--- src/design/rna_pkg.sv ---
// rna_pkg: shared types and constants of the rational number alu
// used by rna_ctrl, rna_dp and the top level rational_number_alu
package rna_pkg;

  typedef enum logic [2:0] {
    OP_NORM = 3'd0,
    OP_ADD  = 3'd1,
    OP_SUB  = 3'd2,
    OP_MUL  = 3'd3,
    OP_DIV  = 3'd4,
    OP_LT   = 3'd5,
    OP_GT   = 3'd6,
    OP_EQ   = 3'd7
  } op_e;

  localparam int unsigned OpWidth     = 3;
  localparam int unsigned ResNumWidth = 32;
  localparam int unsigned ResDenWidth = 31;

  // controller to datapath
  typedef struct packed {
    logic load;      // capture operands, form products
    logic gcd_init;  // load gcd registers from products
    logic gcd_step;  // one binary gcd subtract-shift step
    logic div_init;  // start dividing num and den by gcd
    logic div_step;  // one restoring division bit
    logic finish;    // write output register
  } dp_cmd_t;

  // datapath to controller
  typedef struct packed {
    logic early;     // result needs no reduction
    logic gcd_done;
    logic div_done;
  } dp_sts_t;

endpackage

--- src/design/rna_dp.sv ---
// rna_dp: datapath of the rational number alu
// cross products, binary gcd and two shared-step restoring dividers; uses rna_pkg
module rna_dp
  import rna_pkg::*;
#(
  parameter int unsigned OperandWidth = 16
) (
  input  logic                          clk_i,
  input  logic                          rst_ni,
  input  dp_cmd_t                       cmd_i,
  output dp_sts_t                       sts_o,
  input  logic [OpWidth-1:0]            op_i,
  input  logic signed [OperandWidth-1:0] a_num_i,
  input  logic signed [OperandWidth-1:0] a_den_i,
  input  logic signed [OperandWidth-1:0] b_num_i,
  input  logic [OperandWidth-2:0]       b_den_i,
  output logic [ResNumWidth-1:0]        res_num_o,
  output logic [ResDenWidth-1:0]        res_den_o,
  output logic                          cmp_o,
  output logic                          err_o
);
  localparam int unsigned PW = 2 * OperandWidth + 2;   // signed product width
  localparam int unsigned MW = PW - 1;                 // magnitude width
  localparam int unsigned CW = $clog2(MW + 1);
  localparam int unsigned SW = $clog2(2 * MW + 2);

  logic signed [OperandWidth:0] an_s, ad_s, bn_s, bd_s;
  logic signed [PW-1:0] p1, p2, pn, pd;
  logic [MW-1:0] mn_d, md_d;
  logic          neg_d, early_d, err_d, cmp_d, nores_d;
  op_e op;

  logic [MW-1:0] mn_q, md_q, gx_q, gy_q, qn_q, qd_q, rn_q, rd_q;
  logic          neg_q, early_q, err_q, cmp_q, nores_q;
  logic [SW-1:0] tz_q;
  logic [CW-1:0] cnt_q;
  logic [ResNumWidth-1:0] res_num_q;
  logic [ResDenWidth-1:0] res_den_q;
  logic cmp_oq, err_oq;

  always_comb begin
    op   = op_e'(op_i);
    an_s = {a_num_i[OperandWidth-1], a_num_i};
    ad_s = {a_den_i[OperandWidth-1], a_den_i};
    bn_s = {b_num_i[OperandWidth-1], b_num_i};
    bd_s = {2'b00, b_den_i};
    if (a_den_i[OperandWidth-1]) begin
      an_s = -an_s;
      ad_s = -ad_s;
    end
    case (op)
      OP_NORM: begin
        p1 = PW'(an_s); p2 = '0; pn = PW'(an_s); pd = PW'(ad_s);
      end
      OP_MUL: begin
        p1 = '0; p2 = '0;
        pn = PW'(an_s) * PW'(bn_s); pd = PW'(ad_s) * PW'(bd_s);
      end
      OP_DIV: begin
        p1 = '0; p2 = '0;
        pn = PW'(an_s) * PW'(bd_s); pd = PW'(ad_s) * PW'(bn_s);
      end
      default: begin
        p1 = PW'(an_s) * PW'(bd_s); p2 = PW'(bn_s) * PW'(ad_s);
        pn = (op == OP_SUB) ? p1 - p2 : p1 + p2;
        pd = PW'(ad_s) * PW'(bd_s);
      end
    endcase
    if (pd[PW-1]) begin
      pn = -pn;
      pd = -pd;
    end
    neg_d = pn[PW-1];
    mn_d  = pn[PW-1] ? MW'(-pn) : MW'(pn);
    md_d  = MW'(pd);
    err_d = 1'b0;
    cmp_d = 1'b0;
    if (op == OP_EQ) begin
      cmp_d = (a_num_i == b_num_i) && (a_den_i == {1'b0, b_den_i});
    end else if (a_den_i == '0 || (op != OP_NORM && b_den_i == '0)
                 || (op == OP_DIV && b_num_i == '0)) begin
      err_d = 1'b1;
    end else if (op == OP_LT) begin
      cmp_d = p1 < p2;
    end else if (op == OP_GT) begin
      cmp_d = p1 > p2;
    end
    // errors and compares leave both fraction fields at zero
    nores_d = err_d || op == OP_EQ || op == OP_LT || op == OP_GT;
    early_d = nores_d || mn_d == '0;
  end

  // binary gcd: strip common twos, then subtract and shift odd parts
  logic [MW-1:0] gmin, gdif;
  always_comb begin
    gmin = (gx_q < gy_q) ? gx_q : gy_q;
    gdif = (gx_q < gy_q) ? gy_q - gx_q : gx_q - gy_q;
  end

  // restoring division, numerator and denominator side by side
  logic [MW-1:0] div_g;
  logic [MW:0]   tn, td;
  always_comb begin
    div_g = gx_q << tz_q;
    tn = {rn_q, qn_q[MW-1]};
    td = {rd_q, qd_q[MW-1]};
  end

  always_ff @(posedge clk_i or negedge rst_ni) begin
    if (!rst_ni) begin
      cnt_q  <= '0;
      cmp_oq <= 1'b0;
      err_oq <= 1'b0;
    end else begin
      if (cmd_i.div_init) cnt_q <= CW'(MW);
      else if (cmd_i.div_step) cnt_q <= cnt_q - 1'b1;
      if (cmd_i.finish) begin
        cmp_oq <= cmp_q;
        err_oq <= err_q;
      end
    end
  end

  always_ff @(posedge clk_i) begin
    if (cmd_i.load) begin
      mn_q <= mn_d; md_q <= md_d; neg_q <= neg_d;
      early_q <= early_d; err_q <= err_d; cmp_q <= cmp_d; nores_q <= nores_d;
    end
    if (cmd_i.gcd_init) begin
      gx_q <= mn_q; gy_q <= md_q; tz_q <= '0;
    end else if (cmd_i.gcd_step) begin
      if (!gx_q[0] && !gy_q[0]) begin
        gx_q <= gx_q >> 1; gy_q <= gy_q >> 1; tz_q <= tz_q + 1'b1;
      end else if (!gx_q[0]) begin
        gx_q <= gx_q >> 1;
      end else if (!gy_q[0]) begin
        gy_q <= gy_q >> 1;
      end else begin
        gx_q <= gmin; gy_q <= gdif;
      end
    end
    if (cmd_i.div_init) begin
      gx_q <= div_g; qn_q <= mn_q; qd_q <= md_q; rn_q <= '0; rd_q <= '0;
    end else if (cmd_i.div_step) begin
      if (tn >= {1'b0, gx_q}) begin
        rn_q <= MW'(tn - {1'b0, gx_q}); qn_q <= {qn_q[MW-2:0], 1'b1};
      end else begin
        rn_q <= MW'(tn); qn_q <= {qn_q[MW-2:0], 1'b0};
      end
      if (td >= {1'b0, gx_q}) begin
        rd_q <= MW'(td - {1'b0, gx_q}); qd_q <= {qd_q[MW-2:0], 1'b1};
      end else begin
        rd_q <= MW'(td); qd_q <= {qd_q[MW-2:0], 1'b0};
      end
    end
    if (cmd_i.finish) begin
      if (nores_q) begin
        res_num_q <= '0; res_den_q <= '0;
      end else if (mn_q == '0) begin
        res_num_q <= '0; res_den_q <= ResDenWidth'(1);
      end else begin
        res_num_q <= neg_q ? ResNumWidth'(-{1'b0, qn_q}) : ResNumWidth'({1'b0, qn_q});
        res_den_q <= ResDenWidth'(qd_q);
      end
    end
  end

  assign sts_o.early    = early_q;
  assign sts_o.gcd_done = (gy_q == '0) || (gx_q == '0);
  assign sts_o.div_done = (cnt_q == '0);
  assign res_num_o = res_num_q;
  assign res_den_o = res_den_q;
  assign cmp_o     = cmp_oq;
  assign err_o     = err_oq;
endmodule

--- src/design/rna_ctrl.sv ---
// rna_ctrl: controller of the rational number alu
// sequences load, gcd, division and output; uses rna_pkg
module rna_ctrl
  import rna_pkg::*;
(
  input  logic    clk_i,
  input  logic    rst_ni,
  input  logic    in_fire_i,
  input  logic    out_fire_i,
  input  dp_sts_t sts_i,
  output dp_cmd_t cmd_o,
  output logic    busy_o,
  output logic    out_valid_o
);
  typedef enum logic [2:0] {
    S_IDLE, S_LOAD, S_GCD, S_DIVI, S_DIV, S_OUT
  } state_e;

  state_e state_q;
  logic   out_valid_q;

  always_ff @(posedge clk_i or negedge rst_ni) begin
    if (!rst_ni) begin
      state_q     <= S_IDLE;
      out_valid_q <= 1'b0;
    end else begin
      if (cmd_o.finish) out_valid_q <= 1'b1;
      else if (out_fire_i) out_valid_q <= 1'b0;
      unique case (state_q)
        S_IDLE: if (in_fire_i) state_q <= S_LOAD;
        S_LOAD: state_q <= sts_i.early ? S_OUT : S_GCD;
        S_GCD:  if (sts_i.gcd_done) state_q <= S_DIVI;
        S_DIVI: state_q <= S_DIV;
        S_DIV:  if (sts_i.div_done) state_q <= S_OUT;
        S_OUT:  if (!out_valid_q || out_fire_i) state_q <= S_IDLE;
        default: state_q <= S_IDLE;
      endcase
    end
  end

  always_comb begin
    cmd_o          = '0;
    cmd_o.load     = in_fire_i;
    cmd_o.gcd_init = (state_q == S_LOAD) && !sts_i.early;
    cmd_o.gcd_step = (state_q == S_GCD) && !sts_i.gcd_done;
    cmd_o.div_init = (state_q == S_DIVI);
    cmd_o.div_step = (state_q == S_DIV) && !sts_i.div_done;
    cmd_o.finish   = (state_q == S_OUT) && (!out_valid_q || out_fire_i);
  end

  assign busy_o      = (state_q != S_IDLE);
  assign out_valid_o = out_valid_q;
endmodule

--- src/design/rational_number_alu.sv ---
// rational_number_alu: top level of the fraction arithmetic unit
// Channels: s_axis carries one operation and two fractions per beat; m_axis
// returns one reduced fraction with compare and error flags per beat.
// s_axis_tdata fields from bit 0: operation, a_num, a_den, b_num, b_den.
// m_axis_tdata fields from bit 0: res_num, res_den, cmp_flag, error.
// One beat is processed at a time. Compare, equal, error and zero results
// skip reduction; all other results pass through the binary gcd loop and
// the one-bit-per-cycle shared divider.
// The next beat is accepted from the cycle after the result is registered,
// even while the result still waits.
// A stalled m_axis holds its beat; the controller waits before overwriting.
// Reset clears the controller and the output valid; no clearing pass.
module rational_number_alu
  import rna_pkg::*;
#(
  parameter int unsigned OPERAND_WIDTH = 16
) (
  input  logic clk_i,
  input  logic rst_ni,
  input  logic s_axis_tvalid,
  output logic s_axis_tready,
  // operation, a_num, a_den, b_num, b_den from bit 0, zero padded
  input  logic [((OpWidth + 4*OPERAND_WIDTH - 1 + 7) / 8)*8-1:0] s_axis_tdata,
  output logic m_axis_tvalid,
  input  logic m_axis_tready,
  // res_num, res_den, cmp_flag, error from bit 0
  output logic [71:0] m_axis_tdata
);
  localparam int unsigned W = OPERAND_WIDTH;

  dp_cmd_t cmd;
  dp_sts_t sts;
  logic    busy, in_fire, out_fire, cmp, err;
  logic [ResNumWidth-1:0] rnum;
  logic [ResDenWidth-1:0] rden;

  assign s_axis_tready = !busy;
  assign in_fire       = s_axis_tvalid && s_axis_tready;
  assign out_fire      = m_axis_tvalid && m_axis_tready;

  rna_ctrl u_ctrl (
    .clk_i, .rst_ni, .in_fire_i(in_fire), .out_fire_i(out_fire),
    .sts_i(sts), .cmd_o(cmd), .busy_o(busy), .out_valid_o(m_axis_tvalid)
  );

  rna_dp #(.OperandWidth(W)) u_dp (
    .clk_i, .rst_ni, .cmd_i(cmd), .sts_o(sts),
    .op_i(s_axis_tdata[OpWidth-1:0]),
    .a_num_i(s_axis_tdata[OpWidth+W-1:OpWidth]),
    .a_den_i(s_axis_tdata[OpWidth+2*W-1:OpWidth+W]),
    .b_num_i(s_axis_tdata[OpWidth+3*W-1:OpWidth+2*W]),
    .b_den_i(s_axis_tdata[OpWidth+4*W-2:OpWidth+3*W]),
    .res_num_o(rnum), .res_den_o(rden), .cmp_o(cmp), .err_o(err)
  );

  assign m_axis_tdata = {7'd0, err, cmp, rden, rnum};

  a_err_zero: assert property (@(posedge clk_i) disable iff (!rst_ni)
    m_axis_tvalid && err |-> rnum == '0 && rden == '0) else $error("err result");
  a_one_beat: assert property (@(posedge clk_i) disable iff (!rst_ni)
    m_axis_tvalid && !m_axis_tready |=> m_axis_tvalid && $stable(m_axis_tdata))
    else $error("output beat lost");
  a_busy: assert property (@(posedge clk_i) disable iff (!rst_ni)
    in_fire |=> !s_axis_tready) else $error("accepted while busy");
endmodule

--- config.mk ---
export PLATFORM = sky130hd
export DESIGN_NAME = rational_number_alu
export DESIGN_NICKNAME = d
export VERILOG_FILES = /design/src/design/rna_pkg.sv /design/src/design/rna_dp.sv /design/src/design/rna_ctrl.sv /design/src/design/rational_number_alu.sv
export SDC_FILE = /design/constraint.sdc
export NUM_CORES = 2
export LEC_CHECK = 0
export BUFFER_PORTS_ARGS = -buffer_cell sky130_fd_sc_hd__buf_2
export CAP_MARGIN = 20
export CORE_MARGIN = 2
export CORE_UTILIZATION = 29
export DETAILED_ROUTE_END_ITERATION = 7
export GPL_TIMING_DRIVEN = 0
export SLEW_MARGIN = 20
export SYNTH_ARGS = -nofsm -noshare
export SYNTH_HDL_FRONTEND = slang
export SYNTH_SLANG_ARGS = --single-unit
--- constraint.sdc ---
create_clock -name clk_i -period 6.4 [get_ports clk_i]
set_clock_uncertainty 0.1 [all_clocks]
set_input_delay 1.28 -clock clk_i [delete_from_list [all_inputs] [get_ports clk_i]]
set_output_delay 1.28 -clock clk_i [all_outputs]
set_load 0.005 [all_outputs]
==> reports/results.tsv <==
stage	metric	value	unit
run_status	outcome	finished, violations left	
run_status	violated checks	negative setup slack	
drt	vias per std cell	5.12	
layout	Synth-to-Final Area Change	17.6	%
place	Port Buffer Count	105	
drt	ANT nets after route	0	
yosys	ys async rst share	3.42	%
timing	worst-margin pin slew	1.25	ns
yosys	Syn Area/Cell	8.57	sq um
critical_path	Critical Path Fanout Max	5	
critical_path	CP startpoint kind	input pin	
global_routing	GRT Residual Overflow	0	
place	RD Place Congestion	1.02	
layout	ratio of cells with drive above 1 in the final layout	12.6	%
floorplan	row cnt	183	
layout	fillers	25994	
drt	DR iter-0 viols	5827	
timing	f_max	0.0782	GHz
yosys	FF+latch count, synth	351	
global_routing	largest net degree at the start of global routing	38	
timing	post-route setup slack	-6.38	ns
critical_path	CP Data Required Time	6.74	ns
place	Final HPWL DP	231	mm
drt	DRC Markers	0	
layout	post-route core utilization	34.3	%
drt	Avg WL per Cell	23.1	um
timing	fin crit share	200	%
critical_path	Crit path largest cell delay	0.64	ns
critical_path	Worst setup EP type	flip-flop	
floorplan	DIE AREA	254000	sq um
place	Placed Area	78500	sq um
timing	final hold slack	0.380	ns
yosys	Yosys cell types	105	
drt	wirelength, routed	283	mm
clock_tree	Clock Pin Slew Worst Setup and Hold Paths	0.06	ns
critical_path	critical path class	input pin to flip-flop	
global_routing	initial antenna violation count	23	
timing	max-slew violations	0	
floorplan	height of the chip	504	um
clock_tree	worst-skew pair later-pin latency	0.61	ns
yosys	Synth warnings	0	
yosys	Cells after Synth	8457	
global_routing	Global Route Usage Sum	21.6	%
layout	design area	85300	sq um
timing	min Tclk post-route	12.78	ns
clock_tree	clock root buffer master	clkbuf_16	
global_routing	first-pass GRT wire length	413	mm
clock_tree	H-tree lvl count	2	
global_routing	number of global-route vias before repair	62222	
yosys	register area share after synthesis	13.4	%
critical_path	setup slack, reg-to-reg	0.21	ns
yosys	Post-synth EDFFs	266	
yosys	Post-Syn Area	72500	sq um
run	total of max-cap violations	0	
timing	RSZ-0062 raised after global routing	yes	
floorplan	Die Span X	504	um
clock_tree	total CTS buffers	42	
timing	setup violators final	67	
clock_tree	CTS tree	yes	
drt	TritonRoute pass-1 iters	6	
layout	nets	10619	
timing	relative slew slack	16.7	%
floorplan	Core ar.	249000	sq um
critical_path	data arrival time of the worst path	13.12	ns
critical_path	Worst path slowest cell	fa_1	
hold_path	Hold Crit Class	flip-flop to flip-flop	
critical_path	most frequent CP cell	fa_1	
floorplan	IO Count	150	
floorplan	Starting Density	29.2	%
clock_tree	clk sinks	351	
timing	final hold vios	0	
drt	routed vias	62928	
clock_tree	Clock Path Buffers	3	
yosys	Top FF cell, synth	edfxtp_1	
## flip-flops by register name (all words and copies together) (netlist names), 33 cells and up
signal	count
u_dp.mn_q	33
u_dp.gx_q	33
u_dp.qd_q	33
u_dp.rd_q	33
u_dp.qn_q	33
u_dp.rn_q	33
u_dp.gy_q	33
u_dp.md_q	33
## metal layers
metal	wire length (um)	GRT usage [%]
met5	140	0
met4	15900	9.77
met3	28100	5.75
met2	122000	32.8
met1	118000	28.6
## synth_stat cells, types with 54 or more instances
library cell | count | area [sq um]
inv_1 | 1366 | 5130
nand2_1 | 1150 | 4320
fa_1 | 1075 | 21500
ha_1 | 545 | 6820
and2_1 | 510 | 3190
nor2_1 | 423 | 1590
clkbuf_1 | 398 | 1490
a21oi_1 | 370 | 1850
o21ai_0 | 333 | 1670
edfxtp_1 | 266 | 7990
xnor2_1 | 250 | 2190
xor2_1 | 178 | 1560
a21o_1 | 145 | 1090
mux2i_1 | 119 | 1190
nor3_1 | 90 | 450
nand3_1 | 87 | 435
dfxtp_1 | 73 | 1460
nand2b_1 | 64 | 400
nor4_1 | 57 | 357
a211oi_1 | 54 | 405
## critical path, delay by kind of cell
family	cells	cell delay (ns)
AO/OA/AOI/OAI	17	3.20
XOR/XNOR	4	0.86
adder cells (fa/ha/maj)	9	3.84
buffers and inverters	9	1.23
AND/OR/NAND/NOR	12	2.67
## cells by family after synthesis
family	Yosys count	share of synthesized area, %
and+or+nand+nor	2674	17.7
buffers and inverters	1818	9.47
adders and majority gates	1620	39.1
AOI/OAI and AO/OA	1399	12.4
xor gates and xnor gates	428	5.17
DFF	351	13.4
muxes	165	2.75
other	2	0.0104
## repair_timing
item | 4_1_cts | 5_1_grt
gates cloned | 2 | 2
setup buffers | 150 | 92
pin swaps | 107 | 165
resized for setup | 441 | 331
setup endpoints to repair | 108 | 162
hold buffers | 0 | 0
## final cells by class
cell class	count	area, sq um	area share [%]
multi-input cells	6371	59500	69.8
flip-flops and latches	351	9750	11.4
inverters	1369	5170	6.06
well taps	3330	4170	4.89
repair buffers	360	2860	3.35
plain buffers	428	2350	2.76
clock buffers	47	1090	1.28
clock inverters	29	307	0.360
diodes	7	17.5	0.0205
## worst paths after layout
check | startpoint | endpoint | cells after the start
max | s_axis_tdata[19] | u_dp.early_q | 51
min | u_dp.cmp_q | u_dp.cmp_o | 1
max reg2reg | u_dp.gx_q[1] | u_dp.gx_q[32] | 21
min reg2reg | u_dp.cmp_q | u_dp.cmp_o | 1
max in group asynchronous | rst_ni | u_dp.err_o | 1
min in group asynchronous | rst_ni | u_dp.cnt_q[3] | 1
## through the flow
step           setup slack, ns  std cells  TNS (ns)
2_1_floorplan            -5.74       8540   -276.73
3_3_place_gp             -9.18      11975   -554.63
3_5_place_dp             -8.99      11987   -473.25
4_1_cts                  -6.14      12203   -317.85
5_1_grt                  -6.64      12286   -331.97
6_report                 -6.38      12292   -317.44
## cells in the final DEF, fill, tap and decap left out, drive strengths merged, types with 61 or more instances in the layout
cell type and count:
ha 545, inv 1375, mux2i 119, nor2 423
buf 429, fa 1075, a21oi 371, edfxtp 266
nand2b 64, nand2 1150, nor3 91, clkbuf 406
and2 511, dfxtp 73, nor4 61, xnor2 250
o21ai 342, conb 85, xor2 178, nand3 88
a21o 145
Power is left out: the tool's default activity adds up to more than one toggle a clock period on the data nets, which glitch-free logic cannot reach.
